[src/rtl/core/vrd_pkg.sv]
// Package for the video register DMA engine: command codes, register offsets,
// field widths and the structs passed between the core modules.
// No dependencies.
package vrd_pkg;

  // Field widths.
  localparam int unsigned CmdW      = 2;
  localparam int unsigned OffW      = 8;
  localparam int unsigned ByteW     = 8;
  localparam int unsigned SrcW      = 25;
  localparam int unsigned DstW      = 25;
  localparam int unsigned WaddrW    = 21;
  localparam int unsigned LeftW     = 23;
  localparam int unsigned LenW      = 21;
  localparam int unsigned RomLimitW = 26;

  // Register offsets and bit positions used by the copy engine and the top level.
  localparam logic [OffW-1:0] StartOffset = 8'hA8;
  localparam logic [4:0]      ParamBase   = 5'b10100;  // offsets 0xa0..0xa7
  localparam int unsigned     StartBit    = 5;
  localparam int unsigned     LenHighW    = 5;         // low bits of 0xa8
  localparam logic [OffW-1:0] FirstRegOff = 8'h02;     // 0 and 1 read as zero

  // Parameter byte slots, offset minus 0xa0.
  localparam int unsigned SrcB0 = 0;
  localparam int unsigned SrcB1 = 1;
  localparam int unsigned SrcB2 = 2;
  localparam int unsigned DstB0 = 3;
  localparam int unsigned DstB1 = 4;
  localparam int unsigned DstB2 = 5;
  localparam int unsigned LenB0 = 6;
  localparam int unsigned LenB1 = 7;
  localparam int unsigned ParamCount = 8;

  // Command codes of an input transaction.
  typedef enum logic [CmdW-1:0] {
    CmdWrite = 2'd0,
    CmdRead  = 2'd1,
    CmdByte  = 2'd2
  } cmd_e;

  // One input transaction.
  typedef struct packed {
    logic [CmdW-1:0]  cmd;
    logic [OffW-1:0]  reg_offset;
    logic [ByteW-1:0] reg_data;
  } item_t;

  // Copy engine response for one accepted transaction.
  typedef struct packed {
    logic              fetch_valid;
    logic [SrcW-1:0]   fetch_address;
    logic              write_valid;
    logic [WaddrW-1:0] write_address;
    logic [ByteW-1:0]  write_data;
    logic              busy;
    logic              abort;
  } dma_rsp_t;

endpackage

[src/rtl/core/vrd_if.sv]
// Valid/ready channel interfaces for the request and response sides.
// Depends on vrd_pkg for the field widths.
interface vrd_req_if
  import vrd_pkg::*;
();
  logic             valid;
  logic             ready;
  logic [CmdW-1:0]  cmd;
  logic [OffW-1:0]  reg_offset;
  logic [ByteW-1:0] reg_data;

  modport source (output valid, cmd, reg_offset, reg_data, input ready);
  modport sink   (input valid, cmd, reg_offset, reg_data, output ready);
endinterface

interface vrd_rsp_if
  import vrd_pkg::*;
();
  logic              valid;
  logic              ready;
  logic [ByteW-1:0]  read_data;
  logic              fetch_valid;
  logic [SrcW-1:0]   fetch_address;
  logic              write_valid;
  logic [WaddrW-1:0] write_address;
  logic [ByteW-1:0]  write_data;
  logic              dma_busy;
  logic              dma_abort;

  modport source (output valid, read_data, fetch_valid, fetch_address, write_valid,
                  write_address, write_data, dma_busy, dma_abort, input ready);
  modport sink   (input valid, read_data, fetch_valid, fetch_address, write_valid,
                  write_address, write_data, dma_busy, dma_abort, output ready);
endinterface

[src/rtl/core/vrd_ram.sv]
// Generic single-port-write, single-port-read RAM with a registered read.
// No dependencies.
module vrd_ram #(
  parameter int unsigned WIDTH = 8,
  parameter int unsigned DEPTH = 192
) (
  input  logic                     clk_i,
  input  logic                     we_i,
  input  logic [$clog2(DEPTH)-1:0] waddr_i,
  input  logic [WIDTH-1:0]         wdata_i,
  input  logic                     re_i,
  input  logic [$clog2(DEPTH)-1:0] raddr_i,
  output logic [WIDTH-1:0]         rdata_o
);

  logic [WIDTH-1:0] mem_q [DEPTH];
  logic [WIDTH-1:0] rdata_q;

  // Write port.
  always_ff @(posedge clk_i) begin
    if (we_i) begin
      mem_q[waddr_i] <= wdata_i;
    end
  end

  // Registered read port; the data holds while no read is issued.
  always_ff @(posedge clk_i) begin
    if (re_i) begin
      rdata_q <= mem_q[raddr_i];
    end
  end

  assign rdata_o = rdata_q;

endmodule

[src/rtl/core/vrd_apb.sv]
// APB-style configuration port holding the ROM limit register.
// Depends on vrd_pkg.
module vrd_apb
  import vrd_pkg::*;
(
  input  logic                 clk_i,
  input  logic                 rst_ni,
  input  logic                 psel,
  input  logic                 penable,
  input  logic                 pwrite,
  input  logic [2:0]           paddr,
  input  logic [31:0]          pwdata,
  output logic [31:0]          prdata,
  output logic                 pready,
  output logic [RomLimitW-1:0] rom_limit_o
);

  logic [RomLimitW-1:0] rom_limit_q, rom_limit_d;
  logic                 sel_limit;

  // Register 0 occupies the first word.
  assign sel_limit = (paddr[2] == 1'b0);
  assign pready    = 1'b1;

  // Write on the access phase.
  always_comb begin
    rom_limit_d = rom_limit_q;
    if (psel && penable && pwrite && sel_limit) begin
      rom_limit_d = pwdata[RomLimitW-1:0];
    end
  end

  always_ff @(posedge clk_i or negedge rst_ni) begin
    if (!rst_ni) begin
      rom_limit_q <= '0;
    end else begin
      rom_limit_q <= rom_limit_d;
    end
  end

  // Read-back of the limit register.
  assign prdata      = sel_limit ? {{(32 - RomLimitW){1'b0}}, rom_limit_q} : 32'd0;
  assign rom_limit_o = rom_limit_q;

endmodule

[src/rtl/core/vrd_dma_ctrl.sv]
// Copy engine: parameter byte mirror, source/destination pointers, byte count
// and the per-transaction fetch/write decision. Depends on vrd_pkg.
module vrd_dma_ctrl
  import vrd_pkg::*;
(
  input  logic                 clk_i,
  input  logic                 rst_ni,
  input  logic                 acc_i,
  input  item_t                item_i,
  input  logic [RomLimitW-1:0] rom_limit_i,
  output logic                 active_o,
  output dma_rsp_t             rsp_o
);

  logic [ByteW-1:0] par_q [ParamCount];
  logic [SrcW-1:0]  src_q, src_d;
  logic [DstW-1:0]  dst_q, dst_d;
  logic [LeftW-1:0] left_q, left_d;
  logic             active_q, active_d;
  logic             par_we;
  logic [LenW-1:0]  len_w;
  cmd_e             cmd;

  assign cmd = cmd_e'(item_i.cmd);

  // Offsets 0xa0..0xa7 are mirrored so that a start sees all of them at once.
  assign par_we = acc_i && (cmd == CmdWrite) && !active_q
                  && (item_i.reg_offset[OffW-1:3] == ParamBase);

  always_ff @(posedge clk_i or negedge rst_ni) begin
    if (!rst_ni) begin
      for (int i = 0; i < ParamCount; i++) begin
        par_q[i] <= '0;
      end
    end else if (par_we) begin
      par_q[item_i.reg_offset[2:0]] <= item_i.reg_data;
    end
  end

  assign len_w = {item_i.reg_data[LenHighW-1:0], par_q[LenB1], par_q[LenB0]};

  // Decide the response and the next pointer state for this transaction.
  always_comb begin
    src_d    = src_q;
    dst_d    = dst_q;
    left_d   = left_q;
    active_d = active_q;
    rsp_o    = '0;
    case (cmd)
      CmdWrite: begin
        if (acc_i && !active_q && (item_i.reg_offset == StartOffset)
            && item_i.reg_data[StartBit]) begin
          src_d  = {par_q[SrcB2], par_q[SrcB1], par_q[SrcB0], 1'b0};
          dst_d  = {par_q[DstB2], par_q[DstB1], par_q[DstB0], 1'b0};
          left_d = {(LeftW - 1)'({1'b0, len_w} + (LenW + 1)'(1)), 1'b0};
          if (({1'b0, src_d} < rom_limit_i) && (dst_d[DstW-1:WaddrW] == '0)) begin
            active_d           = 1'b1;
            rsp_o.fetch_valid  = 1'b1;
            rsp_o.fetch_address = src_d;
          end else begin
            rsp_o.abort = 1'b1;
          end
        end
      end
      CmdByte: begin
        if (acc_i && active_q) begin
          rsp_o.write_valid   = 1'b1;
          rsp_o.write_address = dst_q[WaddrW-1:0];
          rsp_o.write_data    = item_i.reg_data;
          src_d  = src_q + SrcW'(1);
          dst_d  = dst_q + DstW'(1);
          left_d = left_q - LeftW'(1);
          if (left_d == '0) begin
            active_d = 1'b0;
          end else if (({1'b0, src_d} < rom_limit_i) && (dst_d[DstW-1:WaddrW] == '0)) begin
            rsp_o.fetch_valid   = 1'b1;
            rsp_o.fetch_address = src_d;
          end else begin
            active_d    = 1'b0;
            rsp_o.abort = 1'b1;
          end
        end
      end
      default: begin
      end
    endcase
    rsp_o.busy = active_d;
  end

  always_ff @(posedge clk_i or negedge rst_ni) begin
    if (!rst_ni) begin
      src_q    <= '0;
      dst_q    <= '0;
      left_q   <= '0;
      active_q <= 1'b0;
    end else begin
      src_q    <= src_d;
      dst_q    <= dst_d;
      left_q   <= left_d;
      active_q <= active_d;
    end
  end

  assign active_o = active_q;

`ifndef SYNTHESIS
  // A running copy always has bytes left to move.
  assert property (@(posedge clk_i) disable iff (!rst_ni) active_q |-> (left_q != '0))
    else $error("copy active with zero bytes left");

  // A fetched byte during a copy always produces a character RAM write.
  assert property (@(posedge clk_i) disable iff (!rst_ni)
    (acc_i && active_q && (cmd == CmdByte)) |-> rsp_o.write_valid)
    else $error("fetched byte dropped during copy");

  // An abort never requests another byte and always ends the copy.
  assert property (@(posedge clk_i) disable iff (!rst_ni)
    rsp_o.abort |-> (!rsp_o.fetch_valid && !active_d))
    else $error("abort with fetch request or copy still running");

  // The pointers move only on a fetched byte or a start.
  assert property (@(posedge clk_i) disable iff (!rst_ni)
    !acc_i |=> $stable(src_q) && $stable(dst_q) && $stable(left_q))
    else $error("copy state changed without a transaction");
`endif

endmodule

[src/rtl/core/video_register_dma_engine_top.sv]
// A result is valid in the cycle after its request transaction is accepted.
// Throughput: one transaction per cycle while the response side is ready, set by
// the single output register and the registered read of the register file RAM.
// Reset: control state and the copy engine clear at once; the register file
// entries are tracked by per-entry valid bits and read as zero until written,
// so no clearing pass is needed. Depends on vrd_pkg, vrd_if, vrd_ram, vrd_apb,
// vrd_dma_ctrl.
module video_register_dma_engine_top
  import vrd_pkg::*;
#(
  parameter int unsigned REG_COUNT = 192
) (
  input  logic             clk_i,
  input  logic             rst_ni,
  vrd_req_if.sink          req_i,
  vrd_rsp_if.source        rsp_o,
  input  logic             psel,
  input  logic             penable,
  input  logic             pwrite,
  input  logic [2:0]       paddr,
  input  logic [31:0]      pwdata,
  output logic [31:0]      prdata,
  output logic             pready
);

  localparam int unsigned      AddrW     = $clog2(REG_COUNT);
  localparam logic [OffW:0]    RegCountW = (OffW + 1)'(REG_COUNT);

  item_t                item;
  logic                 acc;
  logic                 in_range;
  logic                 dma_active;
  dma_rsp_t             dma_rsp;
  logic [RomLimitW-1:0] rom_limit;
  logic [AddrW-1:0]     addr;
  logic                 ram_we;
  logic                 ram_re;
  logic [ByteW-1:0]     ram_rdata;
  logic [REG_COUNT-1:0] vld_q, vld_d;
  logic                 out_vld_q, out_vld_d;
  logic                 rd_ok_q;
  dma_rsp_t             rsp_q;

  // Input transaction and handshake.
  assign item.cmd        = req_i.cmd;
  assign item.reg_offset = req_i.reg_offset;
  assign item.reg_data   = req_i.reg_data;
  assign req_i.ready     = !out_vld_q || rsp_o.ready;
  assign acc             = req_i.valid && req_i.ready;

  assign in_range = ({1'b0, item.reg_offset} < RegCountW);
  assign addr     = item.reg_offset[AddrW-1:0];

  // Register file writes are blocked while a copy runs.
  assign ram_we = acc && (cmd_e'(item.cmd) == CmdWrite) && !dma_active && in_range;
  assign ram_re = acc && (cmd_e'(item.cmd) == CmdRead);

  vrd_ram #(
    .WIDTH (ByteW),
    .DEPTH (REG_COUNT)
  ) u_regfile (
    .clk_i   (clk_i),
    .we_i    (ram_we),
    .waddr_i (addr),
    .wdata_i (item.reg_data),
    .re_i    (ram_re),
    .raddr_i (addr),
    .rdata_o (ram_rdata)
  );

  // Per-entry written flags stand in for clearing the RAM.
  always_comb begin
    vld_d = vld_q;
    if (ram_we) begin
      vld_d[addr] = 1'b1;
    end
  end

  vrd_apb u_apb (
    .clk_i       (clk_i),
    .rst_ni      (rst_ni),
    .psel        (psel),
    .penable     (penable),
    .pwrite      (pwrite),
    .paddr       (paddr),
    .pwdata      (pwdata),
    .prdata      (prdata),
    .pready      (pready),
    .rom_limit_o (rom_limit)
  );

  vrd_dma_ctrl u_dma (
    .clk_i       (clk_i),
    .rst_ni      (rst_ni),
    .acc_i       (acc),
    .item_i      (item),
    .rom_limit_i (rom_limit),
    .active_o    (dma_active),
    .rsp_o       (dma_rsp)
  );

  // Output register occupancy.
  always_comb begin
    out_vld_d = out_vld_q;
    if (acc) begin
      out_vld_d = 1'b1;
    end else if (rsp_o.ready) begin
      out_vld_d = 1'b0;
    end
  end

  always_ff @(posedge clk_i or negedge rst_ni) begin
    if (!rst_ni) begin
      vld_q     <= '0;
      out_vld_q <= 1'b0;
    end else begin
      vld_q     <= vld_d;
      out_vld_q <= out_vld_d;
    end
  end

  // Result payload, captured with the transaction.
  always_ff @(posedge clk_i) begin
    if (acc) begin
      rsp_q   <= dma_rsp;
      rd_ok_q <= ram_re && in_range && (item.reg_offset >= FirstRegOff) && vld_q[addr];
    end
  end

  assign rsp_o.valid         = out_vld_q;
  assign rsp_o.read_data     = rd_ok_q ? ram_rdata : '0;
  assign rsp_o.fetch_valid   = rsp_q.fetch_valid;
  assign rsp_o.fetch_address = rsp_q.fetch_address;
  assign rsp_o.write_valid   = rsp_q.write_valid;
  assign rsp_o.write_address = rsp_q.write_address;
  assign rsp_o.write_data    = rsp_q.write_data;
  assign rsp_o.dma_busy      = rsp_q.busy;
  assign rsp_o.dma_abort     = rsp_q.abort;

`ifndef SYNTHESIS
  // A transaction is only taken when the output register is free or draining.
  assert property (@(posedge clk_i) disable iff (!rst_ni)
    (out_vld_q && !rsp_o.ready) |-> !acc)
    else $error("transaction accepted over a stalled result");

  // The register file is never written during a copy.
  assert property (@(posedge clk_i) disable iff (!rst_ni) dma_active |-> !ram_we)
    else $error("register write during copy");

  // A register read and a RAM write never come from the same transaction.
  assert property (@(posedge clk_i) disable iff (!rst_ni) !(ram_re && ram_we))
    else $error("read and write issued together");
`endif

endmodule

[src/flat_wrapper.sv]
// flat-port wrapper written by rule: the top's interface ports become plain ports
module video_register_dma_engine_top_flat import vrd_pkg::*;
#(
  parameter int unsigned REG_COUNT = 192
)
  (clk_i, rst_ni, psel, penable, pwrite, paddr, pwdata, prdata, pready, req_i_valid, req_i_cmd, req_i_reg_offset, req_i_reg_data, req_i_ready, rsp_o_valid, rsp_o_read_data, rsp_o_fetch_valid, rsp_o_fetch_address, rsp_o_write_valid, rsp_o_write_address, rsp_o_write_data, rsp_o_dma_busy, rsp_o_dma_abort, rsp_o_ready);
  vrd_req_if req_i_i ();
  vrd_rsp_if rsp_o_i ();
  input  logic clk_i;
  input  logic rst_ni;
  input  logic psel;
  input  logic penable;
  input  logic pwrite;
  input  logic [2:0] paddr;
  input  logic [31:0] pwdata;
  output logic [31:0] prdata;
  output logic pready;
  input wire logic [$bits(req_i_i.valid)-1:0] req_i_valid;
  input wire logic [$bits(req_i_i.cmd)-1:0] req_i_cmd;
  input wire logic [$bits(req_i_i.reg_offset)-1:0] req_i_reg_offset;
  input wire logic [$bits(req_i_i.reg_data)-1:0] req_i_reg_data;
  output wire logic [$bits(req_i_i.ready)-1:0] req_i_ready;
  output wire logic [$bits(rsp_o_i.valid)-1:0] rsp_o_valid;
  output wire logic [$bits(rsp_o_i.read_data)-1:0] rsp_o_read_data;
  output wire logic [$bits(rsp_o_i.fetch_valid)-1:0] rsp_o_fetch_valid;
  output wire logic [$bits(rsp_o_i.fetch_address)-1:0] rsp_o_fetch_address;
  output wire logic [$bits(rsp_o_i.write_valid)-1:0] rsp_o_write_valid;
  output wire logic [$bits(rsp_o_i.write_address)-1:0] rsp_o_write_address;
  output wire logic [$bits(rsp_o_i.write_data)-1:0] rsp_o_write_data;
  output wire logic [$bits(rsp_o_i.dma_busy)-1:0] rsp_o_dma_busy;
  output wire logic [$bits(rsp_o_i.dma_abort)-1:0] rsp_o_dma_abort;
  input wire logic [$bits(rsp_o_i.ready)-1:0] rsp_o_ready;
  assign req_i_i.valid = req_i_valid;
  assign req_i_i.cmd = req_i_cmd;
  assign req_i_i.reg_offset = req_i_reg_offset;
  assign req_i_i.reg_data = req_i_reg_data;
  assign req_i_ready = req_i_i.ready;
  assign rsp_o_valid = rsp_o_i.valid;
  assign rsp_o_read_data = rsp_o_i.read_data;
  assign rsp_o_fetch_valid = rsp_o_i.fetch_valid;
  assign rsp_o_fetch_address = rsp_o_i.fetch_address;
  assign rsp_o_write_valid = rsp_o_i.write_valid;
  assign rsp_o_write_address = rsp_o_i.write_address;
  assign rsp_o_write_data = rsp_o_i.write_data;
  assign rsp_o_dma_busy = rsp_o_i.dma_busy;
  assign rsp_o_dma_abort = rsp_o_i.dma_abort;
  assign rsp_o_i.ready = rsp_o_ready;
  video_register_dma_engine_top #(.REG_COUNT(REG_COUNT)) u_core (.clk_i(clk_i), .rst_ni(rst_ni), .req_i(req_i_i), .rsp_o(rsp_o_i), .psel(psel), .penable(penable), .pwrite(pwrite), .paddr(paddr), .pwdata(pwdata), .prdata(prdata), .pready(pready));
endmodule
[config.mk]
export PLATFORM = sky130hd
export DESIGN_NAME = video_register_dma_engine_top_flat
export DESIGN_NICKNAME = d
export VERILOG_FILES = /design/src/rtl/core/vrd_pkg.sv /design/src/rtl/core/vrd_if.sv /design/src/rtl/core/vrd_ram.sv /design/src/rtl/core/vrd_apb.sv /design/src/rtl/core/vrd_dma_ctrl.sv /design/src/rtl/core/video_register_dma_engine_top.sv /design/src/flat_wrapper.sv
export SDC_FILE = /design/constraint.sdc
export NUM_CORES = 2
export LEC_CHECK = 0
export ABC_AREA = 1
export BUFFER_PORTS_ARGS = -buffer_cell sky130_fd_sc_hd__buf_2
export CORE_ASPECT_RATIO = 0.75
export CORE_MARGIN = 1
export CORE_UTILIZATION = 40
export CTS_CLUSTER_SIZE = 8
export DETAILED_ROUTE_END_ITERATION = 8
export GPL_ROUTABILITY_DRIVEN = 0
export PLACE_DENSITY = 0.58
export SYNTH_ARGS = -nofsm -noshare
export SYNTH_HDL_FRONTEND = slang
export SYNTH_SLANG_ARGS = --single-unit
export TNS_END_PERCENT = 20
[constraint.sdc]
create_clock -name clk_i -period 3.2 [get_ports clk_i]
set_input_delay 0.48 -clock clk_i [delete_from_list [all_inputs] [get_ports clk_i]]
set_output_delay 0.48 -clock clk_i [all_outputs]
set_load 0.01 [all_outputs]
==> flow_summary_export.csv <==
group,metric,value,unit
sta,min_period_over_period,103,%
sta,setup_viol,29,
final_layout,final_cells,10500,
die,die_w,520,um
grt,grt-ovfl-total,0,
synthesis,synth-edff-count,1603,
setup_path,crit_path_start_kind,"register",
setup_path,cp_data_required_time,3.88,ns
clock_tree,clockRootBuffer,"clkbuf_16",
sta,clock-skew-final,0.0580,ns
sta,relSlewSlack,23.9,%
clock_tree,cts_tree,"built",
run_status,outcome,"finished, violations left",
grt,grt_max_degree,193,
setup_path,cp_top_family,"simple AND/OR/NAND/NOR gates",
clock_tree,clk_pin_slew_worst_paths,0.05,ns
grt,grt_usage,23.6,%
setup_path,path_depth,23,
clock_tree,htreeDepth,5,
setup_path,critPathKind,"reg2reg",
detailed_routing,vias,56700,
synthesis,async_flop_share,18.2,%
setup_path,r2r_end,"u_core.rsp_o.dma_busy",
power_and_ir_drop,vdd_drop_max,0.561,mV
final_layout,area_delta_synth_final,19.1,%
place,dp_slack,-0.0342,ns
grt,grt_pass1_vias,53800,
die,core,200000,um^2
setup_path,slowest_stage,"dfrtp_1",
die,start_util,40.3,%
setup_path,cp_slowest_stage_delay,0.42,ns
setup_path,cp_cell_sequence,"buf_6 -> nand2_1 -> nor2_2 -> nand3_2 -> nor2_4 -> buf_6 -> buf_4 -> nand4_1 -> nand2_1 -> inv_1 -> ha_1 -> a21o_1 -> nor2_1 -> nand3_2 -> nand2_1 -> inv_1 -> nor2_2 -> nand2_2 -> nor2_4 -> buf_12 -> buf_12 -> nand2_4 -> a21oi_4",
detailed_routing,wl_per_cell,23.1,um
clock_tree,clock_path_buffers,4,
die,die_h,391,um
place,dpl.hpwl,151000,um
sta,fin_crit,3.29,ns
setup_path,r2r_cells,23,
setup_path,cp-startpoint,"u_core.u_dma.src_q[0]",
synthesis,synth-seq-cells,1960,
sta,worst_pin_slew,1.14,ns
detailed_routing,vias_per_cell,5.38,
sta,hold_viol_final,0,
grt,antenna_found_initial,11,
synthesis,yosysUniqueCellTypes,48,
worst_hold_path,hp-class,"in2reg",
setup_path,path_max_fanout,8,
final_layout,mostFrequentLayoutCells,"nand2_1 (2483), edfxtp_1 (1603), nor2_1 (654)",
sta,maxSlewViolCount,0,
synthesis,seq_area_frac_synth,70.8,%
setup_path,reg2reg_slack,-0.09,ns
detailed_routing,drt-pass1-iter-count,6,
clock_tree,numCtsBuffers,287,
sta,max_freq,0.304,GHz
clock_tree,numClockSinks,1960,
place,portBuffers,145,
sta,rsz0062_at_grt,"true",
final_layout,final_util,48.0,%
synthesis,synthFlopType,"edfxtp_1",
die,io-pin-count,161,
power_and_ir_drop,finalPower,60.9,mW
final_layout,num-nets-final,7810,
final_layout,fillers,17900,
setup_path,timing.rr.start,"u_core.u_dma.src_q[0]",
power_and_ir_drop,leakagePower,37.5,nW
die,fp.dieArea,203000,um^2
synthesis,syn-instance-count,7118,
setup_path,arrival,3.97,ns
setup_path,crit_buf_inv,7,
sta,hold_ws,0.0629,ns
grt,grt_pass1_wl,358000,um
setup_path,end_kind,"register",
sta,layout_setup_ws,-0.0916,ns
place,dpl.cell_count,10000,
synthesis,postSynthAreaPerCell,11.3,um^2
final_layout,layout_commonest_cell,"nand2_1",
detailed_routing,final_antenna_net_count,0,
synthesis,syn_area,80600,um^2
power_and_ir_drop,powerDensity,634,nW/um^2
final_layout,drive_above_1_share,14.6,%
flow_run,cap_violations,0,
detailed_routing,drc,0,
setup_path,cpMostUsedCell,"nand2_1",
setup_path,setup.worst_path.end,"u_core.rsp_o.dma_busy",
run_status,violations,"negative setup slack",
synthesis,yosysWarnings,0,
clock_tree,clk_latency,0.85,ns
detailed_routing,wirelength,243000,um
detailed_routing,first_iter_violations,6555,
die,fp-row-count,142,
-- kinds of logic (layout without fill, tap and decap cells) --
family	Yosys count	after routing	share of synthesized area, %
buffers and inverters	631	1374	3.38
XOR/XNOR	39	39	0.424
other	2	14	0.00931
AND/OR/NAND/NOR	3711	3711	19.0
adder cells (fa/ha/maj)	53	53	0.822
flip-flops	1960	1960	70.8
AO/OA/AOI/OAI	722	722	5.61
-- worst reg2reg max path, delay by kind of cell (launching register included) --
family                   cells  cell delay, ns
flip-flops                   1            0.42
AND/OR/NAND/NOR             13            1.35
adder cells (fa/ha/maj)      1            0.31
buffers and inverters        7            0.74
AO/OA/AOI/OAI                2            0.33
-- layer usage --
metal / share of wire, % / global-route usage [%] / up-vias
li1: - / - / 25700
met1: 46 / 36.2 / 28100
met2: 43 / 33.8 / 2492
met3: 8.8 / 4.30 / 373
met4: 2.5 / 6.73 / 0
met5: 0 / 0 / -
-- Yosys cell counts (6+ instances only) --
master    count  area [um^2]
a31oi_1      14         87.6
nor2_1      663         2490
buf_2       187          936
or2_2       125          782
inv_2        16         60.1
nand3_1      61          305
a22oi_1     311         2330
xor2_1       31          272
o21ai_1      20          100
buf_4        16          120
ha_1         53          663
inv_1       261          980
o211ai_1     17          128
buf_6         7         78.8
nor3_1       21          105
o21ai_0     262         1310
nand2_2      14         87.6
clkbuf_1    110          413
nor2_4        7         78.8
buf_1        26         97.6
nand2_1    2487         9340
o22ai_1       9         56.3
a21oi_1      74          370
nor2_2       16          100
nand4_1     296         1850
xnor2_1       8         70.1
o31ai_1       6         45.0
edfxtp_1   1603        48100
dfrtp_1     357         8930
-- metrics by stage --
step           setup TNS [ns]  area, um^2
6_report                -1.21       96100
5_1_grt                 -5.99       96100
4_1_cts                     0       95700
3_5_place_dp          -0.0342       87300
3_3_place_gp          -0.0419       87300
2_1_floorplan               0       80700
-- area by class of cell --
type | count | area, um^2 | share of cell area, %
Inverter | 284 | 1090 | 1.14
Timing Repair Buffer | 632 | 5330 | 5.55
Clock inverter | 18 | 273 | 0.284
Multi-Input combinational cell | 4532 | 21100 | 22.0
Tap cell | 2664 | 3330 | 3.47
Sequential cell | 1960 | 57100 | 59.4
Clock buffer | 440 | 7820 | 8.14
Antenna cell | 7 | 17.5 | 0.0182
-- repair_timing --
item | 4_1_cts | 5_1_grt
buffers inserted | 0 | 7
hold endpoints to repair | 218 | 0
resized for setup | 1 | 55
pin swaps | 0 | 26
hold buffers | 28 | 0
setup endpoints to repair | 1 | 29
cloned | 0 | 2
-- worst min-delay path by stage --
stage          depth (start not counted)  slack (ns)                              to              start
6_report                               3        0.06           u_core.u_dma.len_w[9]  req_i_reg_data[1]
5_1_grt                                1        0.03  u_core.u_regfile.mem_q[162][0]  req_i_reg_data[0]
3_3_place_gp                           1        0.40               u_core.vld_q[113]             rst_ni
3_5_place_dp                           1        0.41               u_core.vld_q[113]             rst_ni
4_1_cts                                3        0.02           u_core.u_dma.len_w[9]  req_i_reg_data[1]
2_1_floorplan                          0        0.18              u_core.rsp_o.valid             rst_ni
-- registers in the layout (all words and copies together) (netlist names) --
register	flops
u_core.u_dma.par_q	48
u_core.u_regfile.mem_q	1536
u_core.u_dma.src_q	25
u_core.u_dma.active_o	1
u_core.vld_q	192
u_core.rsp_o.dma_abort	1
u_core.u_dma.left_q	23
u_core.u_dma.len_w	16
u_core.u_regfile.rdata_o	8
u_core.rsp_o.fetch_address	25
u_core.rsp_o.dma_busy	1
u_core.rsp_o.write_valid	1
u_core.rd_ok_q	1
u_core.u_dma.dst_q	25
u_core.rsp_o.fetch_valid	1
u_core.rsp_o.valid	1
u_core.rsp_o.write_data	8
u_core.rsp_o.write_address	21
u_core.u_apb.rom_limit_o	26
-- where the power goes --
part | switching, mW | total (mW) | internal (mW)
logic | 3.42 | 4.91 | 1.49
clock network | 10.9 | 27.6 | 16.8
registers | 0.355 | 28.4 | 28.1
total | 14.6 | 60.9 | 46.3
(Power assumes the default switching activity.)
